### config.mk
export PLATFORM = sky130hd
export DESIGN_NAME = grid_aligned_hw_tile_splitter
export DESIGN_NICKNAME = d
export VERILOG_FILES = /design/src/sv/gats_pkg.sv /design/src/sv/gats_divider.sv /design/src/sv/gats_datapath.sv /design/src/sv/gats_ctrl.sv /design/src/sv/grid_aligned_hw_tile_splitter.sv
export SDC_FILE = /design/constraint.sdc
export NUM_CORES = 1
export LEC_CHECK = 0
export ABC_AREA = 1
export BUFFER_PORTS_ARGS = -buffer_cell sky130_fd_sc_hd__buf_2
export CORE_MARGIN = 3
export CORE_UTILIZATION = 64
export DETAILED_ROUTE_END_ITERATION = 6
export GPL_TIMING_DRIVEN = 0
export HOLD_SLACK_MARGIN = 0.08
export PLACE_DENSITY = 0.86
export SLEW_MARGIN = 20
export SYNTH_ARGS = -nofsm -noshare
export SYNTH_HDL_FRONTEND = slang
export SYNTH_HIERARCHICAL = 1
export SYNTH_SLANG_ARGS = --single-unit
### constraint.sdc
create_clock -name clock -period 13.55 [get_ports clock]
set_input_delay 0.6775 -clock clock [delete_from_list [all_inputs] [get_ports clock]]
set_output_delay 0.6775 -clock clock [all_outputs]
set_load 0.1 [all_outputs]
### src/sv/gats_pkg.sv
// shared widths, codes and command/status types of the tile splitter
package gats_pkg;

   localparam int MAX_FACTOR_DEF = 8;
   localparam int MAX_RESULTS    = 64;
   localparam int CNT_W          = $clog2(MAX_RESULTS);

   localparam int SIZE_W    = 13;
   localparam int OFF_W     = 12;
   localparam int HALO_W    = 8;
   localparam int BASE_W    = 12;
   localparam int INB_W     = 13;
   localparam int FACT_W    = 4;
   localparam int GRID_W    = 7;
   localparam int MAXT_W    = SIZE_W + 1;
   localparam int EDGE_W    = 4;
   localparam int CSR_IDX_W = 2;

   localparam int OFF_MAX = (1 << OFF_W) - 1;
   localparam int INB_MAX = (1 << INB_W) - 1;
   localparam logic [GRID_W-1:0] GRID_RESET = GRID_W'(4);

   localparam logic [CSR_IDX_W-1:0] CSR_GRID_X = 2'd0;
   localparam logic [CSR_IDX_W-1:0] CSR_GRID_Y = 2'd1;

   localparam logic [1:0] STEP_WF = 2'd0;
   localparam logic [1:0] STEP_GX = 2'd1;
   localparam logic [1:0] STEP_HF = 2'd2;
   localparam logic [1:0] STEP_GY = 2'd3;

   typedef struct packed {
      logic       capture;
      logic       div_start;
      logic [1:0] div_step;
      logic       div_store;
      logic       walk_init;
      logic       tile_emit;
   } gats_cmd_type;

   typedef struct packed {
      logic zero_size;
      logic div_done;
      logic tile_last;
   } gats_status_type;

endpackage

### src/sv/gats_divider.sv
// iterative restoring divider, one quotient bit per cycle
module gats_divider (
   input  logic                         clock,
   input  logic                         reset,
   input  logic                         start,
   input  logic [gats_pkg::SIZE_W-1:0]  dividend,
   input  logic [gats_pkg::GRID_W-1:0]  divisor,
   output logic                         done,
   output logic [gats_pkg::SIZE_W-1:0]  quotient,
   output logic [gats_pkg::GRID_W-1:0]  remainder
);
   import gats_pkg::*;

   localparam int CW = $clog2(SIZE_W + 1);
   localparam logic [CW-1:0] DIV_STEPS = CW'(SIZE_W);

   logic [SIZE_W-1:0] quo_ff, quo_in;
   logic [GRID_W-1:0] rem_ff, rem_in;
   logic [GRID_W-1:0] div_ff;
   logic [CW-1:0]     cnt_ff, cnt_in;
   logic              busy_ff, busy_in;
   logic              done_ff, done_in;
   logic [GRID_W:0]   shift;
   logic [GRID_W:0]   diff;
   logic              fits;

   always_comb begin
      shift   = {rem_ff, quo_ff[SIZE_W-1]};
      diff    = shift - {1'b0, div_ff};
      fits    = shift >= {1'b0, div_ff};
      quo_in  = quo_ff;
      rem_in  = rem_ff;
      cnt_in  = cnt_ff;
      busy_in = busy_ff;
      done_in = 1'b0;
      if (start) begin
         quo_in  = dividend;
         rem_in  = '0;
         cnt_in  = DIV_STEPS;
         busy_in = 1'b1;
      end else if (busy_ff) begin
         quo_in = {quo_ff[SIZE_W-2:0], fits};
         rem_in = fits ? diff[GRID_W-1:0] : shift[GRID_W-1:0];
         cnt_in = cnt_ff - CW'(1);
         if (cnt_ff == CW'(1)) begin
            busy_in = 1'b0;
            done_in = 1'b1;
         end
      end
   end

   always_ff @(posedge clock) begin
      if (reset) begin
         cnt_ff  <= '0;
         busy_ff <= 1'b0;
         done_ff <= 1'b0;
      end else begin
         cnt_ff  <= cnt_in;
         busy_ff <= busy_in;
         done_ff <= done_in;
      end
   end

   always_ff @(posedge clock) begin
      quo_ff <= quo_in;
      rem_ff <= rem_in;
      if (start) begin
         div_ff <= divisor;
      end
   end

   assign done      = done_ff;
   assign quotient  = quo_ff;
   assign remainder = rem_ff;

   a_no_restart: assert property (@(posedge clock) disable iff (reset)
      start |-> !busy_ff)
      else $error("divider started while busy");
   a_done_pulse: assert property (@(posedge clock) disable iff (reset)
      done_ff |=> !done_ff)
      else $error("divider done longer than one cycle");
   a_done_follows: assert property (@(posedge clock) disable iff (reset)
      (busy_ff && !start && cnt_ff == CW'(1)) |=> done_ff)
      else $error("divider finished without done");

endmodule

### src/sv/gats_datapath.sv
// request capture, tile size derivation and tile walk datapath
module gats_datapath #(
   parameter int MAX_FACTOR = gats_pkg::MAX_FACTOR_DEF
) (
   input  logic                           clock,
   input  logic                           reset,
   input  logic                           csr_we,
   input  logic [gats_pkg::CSR_IDX_W-1:0] csr_index,
   input  logic [gats_pkg::GRID_W-1:0]    csr_wdata,
   input  logic [gats_pkg::SIZE_W-1:0]    req_out_width,
   input  logic [gats_pkg::SIZE_W-1:0]    req_out_height,
   input  logic [gats_pkg::FACT_W-1:0]    req_width_factor,
   input  logic [gats_pkg::FACT_W-1:0]    req_height_factor,
   input  logic [gats_pkg::HALO_W-1:0]    req_halo_top,
   input  logic [gats_pkg::HALO_W-1:0]    req_halo_bottom,
   input  logic [gats_pkg::HALO_W-1:0]    req_halo_left,
   input  logic [gats_pkg::HALO_W-1:0]    req_halo_right,
   input  logic [gats_pkg::BASE_W-1:0]    req_inbound_bottom_base,
   input  logic [gats_pkg::BASE_W-1:0]    req_inbound_right_base,
   input  gats_pkg::gats_cmd_type         cmd,
   output gats_pkg::gats_status_type      status,
   output logic [gats_pkg::SIZE_W-1:0]    rsp_tile_cols,
   output logic [gats_pkg::SIZE_W-1:0]    rsp_tile_rows,
   output logic [gats_pkg::OFF_W-1:0]     rsp_offset_x,
   output logic [gats_pkg::OFF_W-1:0]     rsp_offset_y,
   output logic [gats_pkg::HALO_W-1:0]    rsp_tile_halo_top,
   output logic [gats_pkg::HALO_W-1:0]    rsp_tile_halo_bottom,
   output logic [gats_pkg::HALO_W-1:0]    rsp_tile_halo_left,
   output logic [gats_pkg::HALO_W-1:0]    rsp_tile_halo_right,
   output logic [gats_pkg::INB_W-1:0]     rsp_inbound_bottom,
   output logic [gats_pkg::INB_W-1:0]     rsp_inbound_right,
   output logic [gats_pkg::EDGE_W-1:0]    rsp_edge_mask,
   output logic                           rsp_last_tile
);
   import gats_pkg::*;

   function automatic logic [FACT_W-1:0] fix_factor(input logic [FACT_W-1:0] f);
      logic [FACT_W-1:0] v;
      v = f;
      if (v == '0) v = FACT_W'(1);
      if (int'(v) > MAX_FACTOR) v = FACT_W'(MAX_FACTOR);
      return v;
   endfunction

   function automatic logic [HALO_W-1:0] clamp_halo(input logic [HALO_W-1:0] halo,
                                                     input logic [SIZE_W-1:0] size);
      logic [HALO_W-1:0] v;
      v = ({{(SIZE_W-HALO_W){1'b0}}, halo} < size) ? halo : size[HALO_W-1:0];
      return v;
   endfunction

   function automatic logic [INB_W-1:0] sat_inbound(input logic [BASE_W-1:0] base,
                                                     input logic [SIZE_W-1:0] rest);
      logic [INB_W:0] sum;
      logic [INB_W-1:0] v;
      sum = (INB_W+1)'(base) + (INB_W+1)'(rest);
      v = (sum > (INB_W+1)'(INB_MAX)) ? INB_W'(INB_MAX) : sum[INB_W-1:0];
      return v;
   endfunction

   function automatic logic [OFF_W-1:0] sat_offset(input logic [SIZE_W-1:0] off);
      logic [OFF_W-1:0] v;
      v = (off > SIZE_W'(OFF_MAX)) ? OFF_W'(OFF_MAX) : off[OFF_W-1:0];
      return v;
   endfunction

   logic [SIZE_W-1:0] w_ff, h_ff;
   logic [FACT_W-1:0] wf_ff, hf_ff;
   logic [HALO_W-1:0] ht_ff, hb_ff, hl_ff, hr_ff;
   logic [BASE_W-1:0] bb_ff, rb_ff;
   logic [GRID_W-1:0] grid_x_ff, grid_y_ff;
   logic [GRID_W-1:0] gx, gy;
   logic [SIZE_W-1:0] q_ff, q_in;
   logic [MAXT_W-1:0] max_w_ff, max_h_ff, rounded;
   logic [SIZE_W-1:0] rows_left_ff, cols_left_ff;
   logic [CNT_W-1:0]  cnt_ff;

   logic              div_done;
   logic [SIZE_W-1:0] div_quo;
   logic [GRID_W-1:0] div_rem;
   logic [SIZE_W-1:0] div_dividend;
   logic [GRID_W-1:0] div_divisor;

   logic [SIZE_W-1:0] tw, th, cols_after, rows_after, ox, oy;
   logic              first_r, last_r, first_c, last_c, tile_last;

   assign gx = (grid_x_ff == '0) ? GRID_W'(1) : grid_x_ff;
   assign gy = (grid_y_ff == '0) ? GRID_W'(1) : grid_y_ff;

   always_ff @(posedge clock) begin
      if (reset) begin
         grid_x_ff <= GRID_RESET;
         grid_y_ff <= GRID_RESET;
      end else if (csr_we) begin
         if (csr_index == CSR_GRID_X) grid_x_ff <= csr_wdata;
         if (csr_index == CSR_GRID_Y) grid_y_ff <= csr_wdata;
      end
   end

   always_ff @(posedge clock) begin
      if (cmd.capture) begin
         w_ff  <= req_out_width;
         h_ff  <= req_out_height;
         wf_ff <= fix_factor(req_width_factor);
         hf_ff <= fix_factor(req_height_factor);
         ht_ff <= req_halo_top;
         hb_ff <= req_halo_bottom;
         hl_ff <= req_halo_left;
         hr_ff <= req_halo_right;
         bb_ff <= req_inbound_bottom_base;
         rb_ff <= req_inbound_right_base;
      end
   end

   always_comb begin
      case (cmd.div_step)
         STEP_WF: begin
            div_dividend = w_ff;
            div_divisor  = GRID_W'(wf_ff);
         end
         STEP_GX: begin
            div_dividend = q_ff;
            div_divisor  = gx;
         end
         STEP_HF: begin
            div_dividend = h_ff;
            div_divisor  = GRID_W'(hf_ff);
         end
         default: begin
            div_dividend = q_ff;
            div_divisor  = gy;
         end
      endcase
   end

   gats_divider u_divider (
      .clock     (clock),
      .reset     (reset),
      .start     (cmd.div_start),
      .dividend  (div_dividend),
      .divisor   (div_divisor),
      .done      (div_done),
      .quotient  (div_quo),
      .remainder (div_rem)
   );

   // ceiling of the first quotient, then round up to the grid
   always_comb begin
      q_in    = div_quo + SIZE_W'(div_rem != '0);
      rounded = (div_rem == '0) ? MAXT_W'(q_ff)
              : MAXT_W'(q_ff) + MAXT_W'(div_divisor) - MAXT_W'(div_rem);
   end

   always_ff @(posedge clock) begin
      if (cmd.div_store) begin
         case (cmd.div_step)
            STEP_WF, STEP_HF: q_ff <= q_in;
            STEP_GX:          max_w_ff <= rounded;
            default:          max_h_ff <= rounded;
         endcase
      end
   end

   always_comb begin
      last_c     = MAXT_W'(cols_left_ff) <= max_w_ff;
      last_r     = MAXT_W'(rows_left_ff) <= max_h_ff;
      tw         = last_c ? cols_left_ff : max_w_ff[SIZE_W-1:0];
      th         = last_r ? rows_left_ff : max_h_ff[SIZE_W-1:0];
      cols_after = cols_left_ff - tw;
      rows_after = rows_left_ff - th;
      ox         = w_ff - cols_left_ff;
      oy         = h_ff - rows_left_ff;
      first_c    = cols_left_ff == w_ff;
      first_r    = rows_left_ff == h_ff;
      tile_last  = (last_r && last_c) || (cnt_ff == CNT_W'(MAX_RESULTS - 1));
   end

   always_ff @(posedge clock) begin
      if (reset) begin
         rows_left_ff <= '0;
         cols_left_ff <= '0;
         cnt_ff       <= '0;
      end else if (cmd.walk_init) begin
         rows_left_ff <= h_ff;
         cols_left_ff <= w_ff;
         cnt_ff       <= '0;
      end else if (cmd.tile_emit) begin
         cnt_ff <= cnt_ff + CNT_W'(1);
         if (last_c) begin
            cols_left_ff <= w_ff;
            rows_left_ff <= rows_after;
         end else begin
            cols_left_ff <= cols_after;
         end
      end
   end

   always_ff @(posedge clock) begin
      if (cmd.tile_emit) begin
         rsp_tile_cols        <= tw;
         rsp_tile_rows        <= th;
         rsp_offset_x         <= sat_offset(ox);
         rsp_offset_y         <= sat_offset(oy);
         rsp_tile_halo_top    <= first_r ? clamp_halo(ht_ff, th) : '0;
         rsp_tile_halo_bottom <= last_r ? clamp_halo(hb_ff, th) : '0;
         rsp_tile_halo_left   <= first_c ? clamp_halo(hl_ff, tw) : '0;
         rsp_tile_halo_right  <= last_c ? clamp_halo(hr_ff, tw) : '0;
         rsp_inbound_bottom   <= sat_inbound(bb_ff, rows_after);
         rsp_inbound_right    <= sat_inbound(rb_ff, cols_after);
         rsp_edge_mask        <= {last_c, first_c, last_r, first_r};
         rsp_last_tile        <= tile_last;
      end
   end

   always_comb begin
      status.zero_size = (req_out_width == '0) || (req_out_height == '0);
      status.div_done  = div_done;
      status.tile_last = tile_last;
   end

endmodule

### src/sv/gats_ctrl.sv
// controller state machine sequencing divisions and tile emission
module gats_ctrl (
   input  logic                      clock,
   input  logic                      reset,
   input  logic                      req_valid,
   output logic                      req_stall,
   output logic                      rsp_valid,
   input  logic                      rsp_stall,
   input  gats_pkg::gats_status_type status,
   output gats_pkg::gats_cmd_type    cmd
);
   import gats_pkg::*;

   localparam logic [1:0] S_IDLE  = 2'd0;
   localparam logic [1:0] S_START = 2'd1;
   localparam logic [1:0] S_WAIT  = 2'd2;
   localparam logic [1:0] S_EMIT  = 2'd3;

   logic [1:0] state_ff, state_in;
   logic [1:0] step_ff, step_in;
   logic       rsp_valid_ff, rsp_valid_in;

   always_comb begin
      state_in      = state_ff;
      step_in       = step_ff;
      cmd           = '0;
      cmd.div_step  = step_ff;
      case (state_ff)
         S_IDLE: begin
            if (req_valid && !status.zero_size) begin
               cmd.capture = 1'b1;
               step_in     = STEP_WF;
               state_in    = S_START;
            end
         end
         S_START: begin
            cmd.div_start = 1'b1;
            state_in      = S_WAIT;
         end
         S_WAIT: begin
            if (status.div_done) begin
               cmd.div_store = 1'b1;
               if (step_ff == STEP_GY) begin
                  cmd.walk_init = 1'b1;
                  state_in      = S_EMIT;
               end else begin
                  step_in  = step_ff + 2'd1;
                  state_in = S_START;
               end
            end
         end
         S_EMIT: begin
            if (!rsp_valid_ff || !rsp_stall) begin
               cmd.tile_emit = 1'b1;
               if (status.tile_last) state_in = S_IDLE;
            end
         end
         default: begin
            state_in = S_IDLE;
         end
      endcase
      rsp_valid_in = cmd.tile_emit ? 1'b1 : (rsp_valid_ff && rsp_stall);
   end

   always_ff @(posedge clock) begin
      if (reset) begin
         state_ff     <= S_IDLE;
         step_ff      <= STEP_WF;
         rsp_valid_ff <= 1'b0;
      end else begin
         state_ff     <= state_in;
         step_ff      <= step_in;
         rsp_valid_ff <= rsp_valid_in;
      end
   end

   assign req_stall = state_ff != S_IDLE;
   assign rsp_valid = rsp_valid_ff;

   a_last_ends: assert property (@(posedge clock) disable iff (reset)
      (cmd.tile_emit && status.tile_last) |=> (state_ff == S_IDLE && rsp_valid_ff))
      else $error("last tile did not end the layer");
   a_drain: assert property (@(posedge clock) disable iff (reset)
      (state_ff != S_EMIT && !rsp_stall) |=> !rsp_valid_ff)
      else $error("transaction appeared outside emission");
   a_walk_after_div: assert property (@(posedge clock) disable iff (reset)
      cmd.walk_init |-> (status.div_done && step_ff == STEP_GY))
      else $error("tile walk started before sizes were ready");

endmodule

### src/sv/grid_aligned_hw_tile_splitter.sv
// top level of the grid-aligned tile splitter
// sequencing: four iterative divisions run in turn on the one-bit-per-cycle divider
// before the first tile of a request transaction is emitted
// throughput: after the divisions, one tile per cycle while the response side does not stall;
// the next request is taken after the last tile is registered
// reset: synchronous; grid registers return to 4, no transaction pending
module grid_aligned_hw_tile_splitter #(
   parameter int MAX_FACTOR = gats_pkg::MAX_FACTOR_DEF
) (
   input  logic                           clock,
   input  logic                           reset,
   input  logic                           csr_we,
   input  logic [gats_pkg::CSR_IDX_W-1:0] csr_index,
   input  logic [gats_pkg::GRID_W-1:0]    csr_wdata,
   input  logic                           req_valid,
   output logic                           req_stall,
   input  logic [gats_pkg::SIZE_W-1:0]    req_out_width,
   input  logic [gats_pkg::SIZE_W-1:0]    req_out_height,
   input  logic [gats_pkg::FACT_W-1:0]    req_width_factor,
   input  logic [gats_pkg::FACT_W-1:0]    req_height_factor,
   input  logic [gats_pkg::HALO_W-1:0]    req_halo_top,
   input  logic [gats_pkg::HALO_W-1:0]    req_halo_bottom,
   input  logic [gats_pkg::HALO_W-1:0]    req_halo_left,
   input  logic [gats_pkg::HALO_W-1:0]    req_halo_right,
   input  logic [gats_pkg::BASE_W-1:0]    req_inbound_bottom_base,
   input  logic [gats_pkg::BASE_W-1:0]    req_inbound_right_base,
   output logic                           rsp_valid,
   input  logic                           rsp_stall,
   output logic [gats_pkg::SIZE_W-1:0]    rsp_tile_cols,
   output logic [gats_pkg::SIZE_W-1:0]    rsp_tile_rows,
   output logic [gats_pkg::OFF_W-1:0]     rsp_offset_x,
   output logic [gats_pkg::OFF_W-1:0]     rsp_offset_y,
   output logic [gats_pkg::HALO_W-1:0]    rsp_tile_halo_top,
   output logic [gats_pkg::HALO_W-1:0]    rsp_tile_halo_bottom,
   output logic [gats_pkg::HALO_W-1:0]    rsp_tile_halo_left,
   output logic [gats_pkg::HALO_W-1:0]    rsp_tile_halo_right,
   output logic [gats_pkg::INB_W-1:0]     rsp_inbound_bottom,
   output logic [gats_pkg::INB_W-1:0]     rsp_inbound_right,
   output logic [gats_pkg::EDGE_W-1:0]    rsp_edge_mask,
   output logic                           rsp_last_tile
);
   import gats_pkg::*;

   gats_cmd_type    cmd;
   gats_status_type status;

   gats_ctrl u_ctrl (
      .clock     (clock),
      .reset     (reset),
      .req_valid (req_valid),
      .req_stall (req_stall),
      .rsp_valid (rsp_valid),
      .rsp_stall (rsp_stall),
      .status    (status),
      .cmd       (cmd)
   );

   gats_datapath #(
      .MAX_FACTOR (MAX_FACTOR)
   ) u_datapath (
      .clock                   (clock),
      .reset                   (reset),
      .csr_we                  (csr_we),
      .csr_index               (csr_index),
      .csr_wdata               (csr_wdata),
      .req_out_width           (req_out_width),
      .req_out_height          (req_out_height),
      .req_width_factor        (req_width_factor),
      .req_height_factor       (req_height_factor),
      .req_halo_top            (req_halo_top),
      .req_halo_bottom         (req_halo_bottom),
      .req_halo_left           (req_halo_left),
      .req_halo_right          (req_halo_right),
      .req_inbound_bottom_base (req_inbound_bottom_base),
      .req_inbound_right_base  (req_inbound_right_base),
      .cmd                     (cmd),
      .status                  (status),
      .rsp_tile_cols           (rsp_tile_cols),
      .rsp_tile_rows           (rsp_tile_rows),
      .rsp_offset_x            (rsp_offset_x),
      .rsp_offset_y            (rsp_offset_y),
      .rsp_tile_halo_top       (rsp_tile_halo_top),
      .rsp_tile_halo_bottom    (rsp_tile_halo_bottom),
      .rsp_tile_halo_left      (rsp_tile_halo_left),
      .rsp_tile_halo_right     (rsp_tile_halo_right),
      .rsp_inbound_bottom      (rsp_inbound_bottom),
      .rsp_inbound_right       (rsp_inbound_right),
      .rsp_edge_mask           (rsp_edge_mask),
      .rsp_last_tile           (rsp_last_tile)
   );

endmodule
==> results.toml, run 1 <==
[detailed_routing]
drtPass1Iterations = 7
post_drt_wl_per_cell_um = 19.4
drcViolationCount = 0
ant_nets = 0
drtIter0Drc = 1995
vias = 16800
drt-vias-per-instance = 5.90
wirelength_mm = 55.5

[synthesis]
synth_compound_area_frac = 0.101
synth_edf_count = 264
synth_top_family_by_area = "simple AND/OR/NAND/NOR gates"
synth_xor_area_frac = 0.0273
syn_area_mm2 = 0.0193
ys_ff_latch = 328
ys_seq_area_frac = 0.478
synth_fa_ha_area_frac = 0.106
synth_warnings = 6
synth_cell_types = 59
synthSimpleGateAreaFrac = 0.214
muxShareOfSynthArea = 0.000584
synthArstFlopShare = 0
avgSynthCellArea_um2 = 8.84
synthCells = 2181
synth_area_leaders = "edfxtp_1 (41%), nand2_1 (9.6%), ha_1 (9.3%), dfxtp_1 (6.6%), inv_1 (6.2%)"
yosys.area.top_type = "edfxtp_1"
syn-num-nets = 2441
synth_top_cell_area_share = 0.411
synth-main-ff-cell = "edfxtp_1"

[clock_tree]
h-tree-depth = 2
postCtsHoldBufs = 0
clockRootBuffer = "clkbuf_16"
ctsResizeCount = 0
clk_latency_ns = 0.51
cts_tree = "built"
cts_setup_buffers = 0
cts_max_path_buffers = 3
cts_sinks = 328
clkTransAtPathRegs_ns = 0.06
numCtsBuffers = 35

[power]
p_seq_frac = 0.375
p_switching_mw = 1.30
power_per_cell_area_mw_per_mm2 = 158
internal-power_mw = 2.23
p_sw_frac = 0.368
ir_drop_mv = 0.133
combPwrFrac = 0.351
leakage_nw = 10.4
pwr-share-clk = 0.274

[grt]
grt_pass1_wl_mm = 86.8
overflow = 0
grt.total_usage = 0.335
grt_max_degree = 28
antenna_found_initial = 0
grt_pass1_vias = 16400

[worst_setup_path]
critPathLaunchType = "register"
crit_arrival_ns = 6.59
max_stage_delay_ns = 0.44
cpMostUsedCell = "inv_1"
r2r_start = "u_datapath/max_h_ff[2]$_DFFE_PP_"
ff2ff_path_depth = 29
worstPathMaxFanout = 10
cp-startpoint = "u_datapath/max_h_ff[2]$_DFFE_PP_"
critical_path_required_ns = 13.80
critical_path_class = "register to register"
r2r_slack_ns = 7.21
r2r_end = "u_datapath/rsp_inbound_bottom[12]$_SDFFCE_PN1P_"
end_kind = "register"
cp_slowest_cell = "fa_1"

[flow_run]
drv_cap = 0

[timing]
rsz0062_at_grt = "false"
tns_ns = 0
tightest_slew_ns = 1.10
fmax_mhz = 158
hold_viol = 0
timing.final.crit_period_ns = 6.34
period_share = 0.468
final_max_slew_viol_count = 0
clock_skew_ns = 0.00963
slew_headroom = 0.260
setup_viol = 0
fin_ws_ns = 7.21

[final_layout]
nNetsFinal = 2706
drive_gt1_frac = 0.148
multi_input_area_mm2 = 0.00870
fillerInstances = 2073
diodes = 0
syn2layout_area_growth_pct = 15.7
post-route-util = 0.765
seqCellArea_mm2 = 0.00921

[die]
ios = 219
die_area_mm2 = 0.0322
core_area_mm2 = 0.0292
start_util = 0.661
row_count = 62
die_w_um = 180
die_h_um = 180

[hold_path]
worstHoldPathType = "input port to register"
min_to = "u_datapath/rb_ff[7]$_DFFE_PP_"
hold_depth = 1
min-delay-start = "req_inbound_right_base[7]"

[placement]
io_buffers = 218
dp_hpwl_mm = 42.5
place_congestion = 0.952
pre_cts_ws_ns = 7.38

[outcome]
run_status = "finished, final reports clean"
[layer usage]
layer | vias to the layer above | track usage | wire [µm]
met5 | - | 0 | 0
met4 | 0 | 0.141 | 2800
met3 | 179 | 0.0572 | 5240
met2 | 964 | 0.551 | 25700
met1 | 7811 | 0.442 | 21800
li1 | 7887 | - | -
[through the flow]
stage | area [µm²] | hold WS (ns) | instances | power (mW)
after floorplan | 19300 | 0.429 | 2181 | 2.18
after global placement | 20900 | 0.442 | 2783 | 2.46
after detailed placement | 21100 | 0.456 | 2793 | 2.53
after CTS | 22300 | 0.318 | 2855 | 3.51
after global routing | 22300 | 0.316 | 2855 | 3.71
final | 22300 | 0.334 | 2855 | 3.53
[critical path, delay by kind of cell, from the launching register on]
family          cells  cell delay [ns]
compound gates      9             1.85
xor+xnor            1             0.25
fa+ha+maj           3             1.06
simple gates        7             0.93
flops               1             0.42
buf+inv             9             1.56
[how the worst max path moves through the flow]
stage / end / slack, ns / depth (start not counted)
4_1_cts: u_datapath/rsp_inbound_bottom[12]$_SDFFCE_PN1P_ / 7.39 / 30
6_report: u_datapath/rsp_inbound_bottom[12]$_SDFFCE_PN1P_ / 7.21 / 29
2_1_floorplan: u_datapath/rows_left_ff[1]$_SDFFE_PP0P_ / 4.87 / 8
3_3_place_gp: u_datapath/cols_left_ff[2]$_SDFFE_PP0P_ / 0.77 / 9
5_1_grt: u_datapath/rsp_inbound_bottom[8]$_SDFFCE_PN1P_ / 6.71 / 29
3_5_place_dp: u_datapath/rsp_inbound_bottom[12]$_SDFFCE_PN1P_ / 7.38 / 30
[kinds of logic (layout without fill, tap and decap cells)]
| logic type | Yosys count | in the layout |
|---|---|---|
| simple gates | 935 | 935 |
| buf+inv | 365 | 655 |
| compound gates | 336 | 336 |
| flops | 328 | 328 |
| fa+ha+maj | 156 | 156 |
| xor+xnor | 60 | 60 |
| mux | 1 | 1 |
[sequential cells by signal, summed over array words and instances, names as in the netlist, 13 cells and up]
signal                         flops
u_datapath/rsp_inbound_bottom     13
u_datapath/q_ff                   13
u_datapath/rsp_tile_rows          13
u_datapath/w_ff                   13
u_datapath/rows_left_ff           13
u_datapath/rsp_inbound_right      13
u_datapath/cols_left_ff           13
u_datapath/max_w_ff               14
u_datapath/u_divider/quotient     13
u_datapath/h_ff                   13
u_datapath/rsp_tile_cols          13
u_datapath/max_h_ff               14
[synth_stat cells, drive strengths merged, types with 19 or more instances]
cell type	number
nand3	118
dfxtp	64
a21oi	145
nand4	35
xnor2	19
nor3	32
nor2	185
nand3b	21
clkbuf	20
ha	143
o21ai	111
xor2	41
inv	331
edfxtp	264
nand2	516
[placed cells by master (no fill, tap or decap), types with 12 or more instances in the layout]
cell type / count
nor3_1: 25
edfxtp_1: 264
xnor2_1: 19
buf_2: 223
nand2_2: 15
clkbuf_16: 38
fa_1: 13
dfxtp_1: 64
ha_1: 143
clkbuf_1: 32
nand3b_1: 21
nand3_1: 112
a31oi_1: 14
inv_2: 12
o21ai_1: 12
xor2_1: 41
o21ai_0: 91
a21oi_1: 142
inv_1: 319
nand4_1: 35
nand2_1: 494
o21bai_1: 13
nor2_1: 177
[cell type report]
| type | count | area share |
|---|---|---|
| inverter | 334 | 0.0562 |
| timing repair buffer | 228 | 0.0609 |
| multi-input combinational | 1488 | 0.390 |
| clock inverter | 10 | 0.00578 |
| clock buffer | 52 | 0.0459 |
| buffer | 31 | 0.00701 |
| sequential | 328 | 0.413 |
| tap | 384 | 0.0215 |
[power by group through the flow]
stage               combinational, mW  sequential (mW)  clock [mW]
floorplan                       0.784             1.40           0
global placement                 1.11             1.35           0
detailed placement               1.19             1.34           0
CTS                              1.21             1.32       0.977
global route                     1.36             1.33        1.02
finish                           1.24             1.32       0.968
No activity file was read; power rests on OpenSTA's default activity.
==> run 2, diff against run 1 <==
--- a/config.mk
+++ b/config.mk
@@ -8,11 +8,11 @@
 export ABC_AREA = 1
 export BUFFER_PORTS_ARGS = -buffer_cell sky130_fd_sc_hd__buf_2
 export CORE_MARGIN = 3
-export CORE_UTILIZATION = 64
+export CORE_UTILIZATION = 54
 export DETAILED_ROUTE_END_ITERATION = 6
 export GPL_TIMING_DRIVEN = 0
 export HOLD_SLACK_MARGIN = 0.08
-export PLACE_DENSITY = 0.86
+export PLACE_DENSITY = 0.77
 export SLEW_MARGIN = 20
 export SYNTH_ARGS = -nofsm -noshare
 export SYNTH_HDL_FRONTEND = slang
==> constraint.sdc (replaced) <==
create_clock -name clock -period 5.55 [get_ports clock]
set_input_delay 0.2775 -clock clock [delete_from_list [all_inputs] [get_ports clock]]
set_output_delay 0.2775 -clock clock [all_outputs]
set_load 0.1 [all_outputs]
==> run 2 against run 1 <==
Effect of this change: sequential cell count unchanged; hold slack worse by 0.22 ns; register-to-register slack worse by 6.9 ns; via count down 1.2%; die area up 18%; clock power up 150%; sequential share of layout area down 2.5 points; clock skew up 0.015 ns; global-route usage down 5.5 points; utilization down 8.5 points; largest cell class unchanged; highest routed layer unchanged.
==> results.toml, run 2 (same netlist as run 1, synthesis figures left out) <==
[outcome]
run_status = "finished, final reports clean"

[die]
row_count = 68
start_util = 0.553
die_area_mm2 = 0.0380
die_w_um = 195
ios = 219
die_h_um = 195
core_area_mm2 = 0.0349

[detailed_routing]
drtPass1Iterations = 6
ant_nets = 0
drcViolationCount = 0
post_drt_wl_per_cell_um = 17.9
drtIter0Drc = 1251
vias = 16600
wirelength_mm = 54.7
drt-vias-per-instance = 5.45

[flow_run]
drv_cap = 0

[placement]
dp.cells = 2862
dp_hpwl_mm = 41.3
io_buffers = 218
place_congestion = 0.924

[power]
p_seq_frac = 0.373
internal-power_mw = 5.52
pwr-share-clk = 0.277
p_switching_mw = 3.13
leakage_nw = 11.0
p_sw_frac = 0.362
combPwrFrac = 0.351
power_per_cell_area_mw_per_mm2 = 365
ir_drop_mv = 0.326
report.power.total_mw = 8.65

[clock_tree]
cts_tree = "built"
cts_sinks = 328
h-tree-depth = 2
clkTransAtPathRegs_ns = 0.06
numCtsBuffers = 35
clockRootBuffer = "clkbuf_16"
cts_max_path_buffers = 3
clk_latency_ns = 0.55

[final_layout]
fillerInstances = 2705
top_regs = "u_datapath/max_h_ff (14), u_datapath/max_w_ff (14)"
syn2layout_area_growth_pct = 23.0
final_cell_mix = "nand2_1 (491), inv_1 (317), edfxtp_1 (264)"
nNetsFinal = 2833
final_common_cell = "nand2_1"
diodes = 0
final_cells = 3054
drive_gt1_frac = 0.162

[timing]
clock_skew_ns = 0.0243
slew_headroom = 0.271
tightest_slew_ns = 1.09
period_share = 0.951
fmax_mhz = 189
setup_viol = 0
final_max_slew_viol_count = 0
hold_viol = 0
tns_ns = 0
rsz0062_at_grt = "true"
timing.final.crit_period_ns = 5.28

[grt]
antenna_found_initial = 0
grt_pass1_wl_mm = 84.5
grt_max_degree = 29
grt.total_usage = 0.279
grt_pass1_vias = 16300
overflow = 0

[worst_setup_path]
worstPathMaxFanout = 7
end_kind = "register"
r2r_start = "u_datapath/max_w_ff[8]$_DFFE_PP_"
cp_slowest_cell = "edfxtp_1"
max_stage_delay_ns = 0.36
cp-startpoint = "u_datapath/max_w_ff[8]$_DFFE_PP_"
critical_path_class = "register to register"
crit_family = "simple AND/OR/NAND/NOR gates"
critPathLaunchType = "register"
critPathBufInv = 9
crit_arrival_ns = 5.55
critical_path_required_ns = 5.83

[hold_path]
worstHoldPathType = "input port to register"
min-delay-start = "reset"
## run 2: layer usage
metal,share of wire,routed length (µm),up-vias,track usage
li1,-,-,8138,-
met2,0.47,25700,648,0.463
met3,0.075,4110,140,0.0383
met4,0.040,2200,0,0.112
met5,0,0,-,0
met1,0.42,22700,7709,0.373
## run 2: timing repair
item	in CTS	in global routing
gates resized for setup	18	34
pin swaps	4	8
setup buffers	9	19
cloned	1	1
hold buffers	100	0
endpoints found under the hold margin	105	0
setup endpoints to repair	26	26
## run 2: cell type report
cell class	instances	area [µm²]	area share
flip-flops and latches	328	9210	0.388
inverters	334	1260	0.0530
multi-input cells	1488	8820	0.372
clock buffers	41	920	0.0388
clock inverters	22	256	0.0108
repair buffers	356	2510	0.106
plain buffers	30	175	0.00738
well taps	455	569	0.0240
## run 2: power groups by stage
stage,Clock [mW],Combinational (mW),Sequential [mW]
CTS,2.44,2.96,3.22
finish,2.39,3.03,3.22
detailed placement,0,2.86,3.27
floorplan,0,1.91,3.41
global route,2.53,3.36,3.24
global placement,0,2.73,3.29
## run 2: final timing paths
check / slack [ns] / endpoint / cells past startpoint
max: 0.27 / u_datapath/rsp_inbound_right[9]$_SDFFCE_PN1P_ / 35
min: 0.12 / u_datapath/u_divider/cnt_ff[3]$_SDFFE_PP0P_ / 2
max reg2reg: 0.27 / u_datapath/rsp_inbound_right[9]$_SDFFCE_PN1P_ / 35
min reg2reg: 0.46 / u_datapath/grid_y_ff[0]$_SDFFE_PP0P_ / 2
## run 2: metrics by stage
step	cell area, µm²	setup slack (ns)	hold slack, ns	utilization
after global placement	21000	-1.89	0.444	0.601
after CTS	23500	0.0219	0.0930	0.673
after global routing	23700	-0.0282	0.126	0.680
final	23700	0.273	0.118	0.680
after floorplan	19300	0.220	0.347	-
after detailed placement	21200	-0.595	0.449	0.607
==> run 3, diff against run 2 <==
--- a/config.mk
+++ b/config.mk
@@ -8,11 +8,11 @@
 export ABC_AREA = 1
 export BUFFER_PORTS_ARGS = -buffer_cell sky130_fd_sc_hd__buf_2
 export CORE_MARGIN = 3
-export CORE_UTILIZATION = 54
+export CORE_UTILIZATION = 64
 export DETAILED_ROUTE_END_ITERATION = 6
 export GPL_TIMING_DRIVEN = 0
 export HOLD_SLACK_MARGIN = 0.08
-export PLACE_DENSITY = 0.77
+export PLACE_DENSITY = 0.86
 export SLEW_MARGIN = 20
 export SYNTH_ARGS = -nofsm -noshare
 export SYNTH_HDL_FRONTEND = slang
==> constraint.sdc (replaced) <==
create_clock -name clock -period 6.4 [get_ports clock]
set_input_delay 0.32 -clock clock [delete_from_list [all_inputs] [get_ports clock]]
set_output_delay 0.32 -clock clock [all_outputs]
set_load 0.1 [all_outputs]
==> run 3 against run 2 <==
Effect of this change: the run now ends with design-rule violations left; non-clock buffer count shrank 43; final cell count fell by 3.7%; first-iteration DRC count up 46%; total power decreased by 15%; combinational power down 13%; utilization grew 11 points; clock-buffer cell count increased by 12; clock skew shrank 0.015 ns; clock power decreased by 18%; register-to-register slack improved by 0.16 ns; fmax shrank 12%.
==> results.toml, run 3 (same netlist as run 1, synthesis figures left out) <==
[final_layout]
nNetsFinal = 2791
syn2layout_area_growth_pct = 19.6
top_regs = "u_datapath/max_h_ff (14), u_datapath/max_w_ff (14)"
post-route-util = 0.791
drive_gt1_frac = 0.143
fin_area_mm2 = 0.0231
diodes = 0
final_common_cell = "nand2_1"
final_cell_mix = "nand2_1 (494), inv_1 (319), edfxtp_1 (264)"

[power]
report.power.total_mw = 7.39
p_seq_frac = 0.379
pwr-share-clk = 0.266
p_sw_frac = 0.370
combPwrFrac = 0.355
ir_drop_mv = 0.326
leakage_nw = 10.7
internal-power_mw = 4.65
power_per_cell_area_mw_per_mm2 = 320
p_switching_mw = 2.74

[detailed_routing]
drcViolationCount = 1
m1WireLength_mm = 21.8
route.met3.wl_mm = 4.99
drt-vias-per-instance = 5.84
wirelength_mm = 56.1
drtPass1Iterations = 7
wl_met2_mm = 26.6
drtIter0Drc = 1826
vias = 17200
post_drt_wl_per_cell_um = 19.1
top_layer = "met4"
ant_nets = 0

[worst_setup_path]
critical_path_required_ns = 6.66
end_kind = "register"
cp_slowest_cell = "edfxtp_1"
crit_arrival_ns = 6.22
cpMostUsedCell = "nand2_1"
critPathLaunchType = "register"
critical_path_class = "register to register"
max_stage_delay_ns = 0.41
worstPathMaxFanout = 10

[clock_tree]
cts_sinks = 328
numCtsBuffers = 36
clk_latency_ns = 0.51
cts_max_path_buffers = 3
h-tree-depth = 2
cts_tree = "built"
clkTransAtPathRegs_ns = 0.06
cts_setup_buffers = 0
clockRootBuffer = "clkbuf_16"

[die]
row_count = 62
die_w_um = 180
die_h_um = 180
ios = 219
start_util = 0.661
core_area_mm2 = 0.0292
die_area_mm2 = 0.0322

[timing]
tns_ns = 0
final_max_slew_viol_count = 0
period_share = 0.932
slew_headroom = 0.168
fmax_mhz = 168
fin_ws_ns = 0.435
setup_viol = 0
tightest_slew_ns = 1.23
hold_viol = 0
clock_skew_ns = 0.00912
timing.final.crit_period_ns = 5.97

[grt]
grt_pass1_vias = 16700
overflow = 0
grt_pass1_wl_mm = 87.9
antenna_found_initial = 0
grt_max_degree = 28
grt.total_usage = 0.338

[placement]
place_congestion = 0.954
pre_cts_ws_ns = 0.289
dp_hpwl_mm = 41.4
dpl_cell_area_mm2 = 0.0211
io_buffers = 218

[outcome]
violations = "design-rule violations"
run_status = "complete, but fails checks"

[hold_path]
worstHoldPathType = "input port to register"

[flow_run]
drv_cap = 0
==> run 3: metal layers <==
| layer | GRT usage | up-vias |
|---|---|---|
| met3 | 0.0499 | 179 |
| li1 | - | 8037 |
| met1 | 0.440 | 8013 |
| met4 | 0.139 | 0 |
| met2 | 0.573 | 945 |
| met5 | 0 | - |
==> run 3: critical path: cells and delay by family, from the launching register on <==
kind / cells / cell delay (ns)
compound gates: 9 / 1.68
fa+ha+maj: 3 / 1.07
buf+inv: 8 / 1.24
flops: 1 / 0.41
simple gates: 10 / 1.27
==> run 3: final timing paths <==
check                                                          start                                        endpoint  slack [ns]  depth (start not counted)
worst max-delay path                u_datapath/max_h_ff[5]$_DFFE_PP_  u_datapath/rsp_inbound_bottom[1]$_SDFFCE_PN1P_        0.43                         30
worst min-delay path                                    csr_wdata[5]            u_datapath/grid_y_ff[5]$_SDFFE_PP0P_        0.11                          3
worst max register to register      u_datapath/max_h_ff[5]$_DFFE_PP_  u_datapath/rsp_inbound_bottom[1]$_SDFFCE_PN1P_        0.43                         30
worst min register to register  u_datapath/grid_y_ff[0]$_SDFFE_PP0P_            u_datapath/grid_y_ff[0]$_SDFFE_PP0P_        0.47                          2
==> run 3: cell type report <==
| class | instances | area, µm² |
|---|---|---|
| Multi-Input combinational cell | 1488 | 8710 |
| Inverter | 334 | 1250 |
| Buffer | 31 | 158 |
| Timing Repair Buffer | 312 | 2150 |
| Sequential cell | 328 | 9210 |
| Tap cell | 384 | 480 |
| Clock buffer | 53 | 1010 |
| Clock inverter | 11 | 91.3 |
| Fill cell | 1922 | 6110 |
==> run 3: power groups by stage <==
stage,Clock [mW],Sequential [mW],Combinational [mW]
global route,2.07,2.82,2.89
detailed placement,0,2.84,2.49
floorplan,0,2.96,1.66
global placement,0,2.85,2.35
CTS,1.98,2.80,2.56
finish,1.96,2.80,2.63
==> run 3: through the flow <==
| stage | hold slack (ns) | std cells |
|---|---|---|
| 6_report | 0.114 | 2941 |
| 5_1_grt | 0.127 | 2941 |
| 4_1_cts | 0.0864 | 2941 |
| 3_5_place_dp | 0.460 | 2792 |
| 3_3_place_gp | 0.444 | 2783 |
| 2_1_floorplan | 0.389 | 2181 |
==> run 3: timing repair <==
| action | in CTS | in global routing |
|---|---|---|
| resized for setup | 0 | 7 |
| endpoints found under the setup margin | 0 | 26 |
| hold buffers | 85 | 0 |
| endpoints found under the hold margin | 88 | 0 |
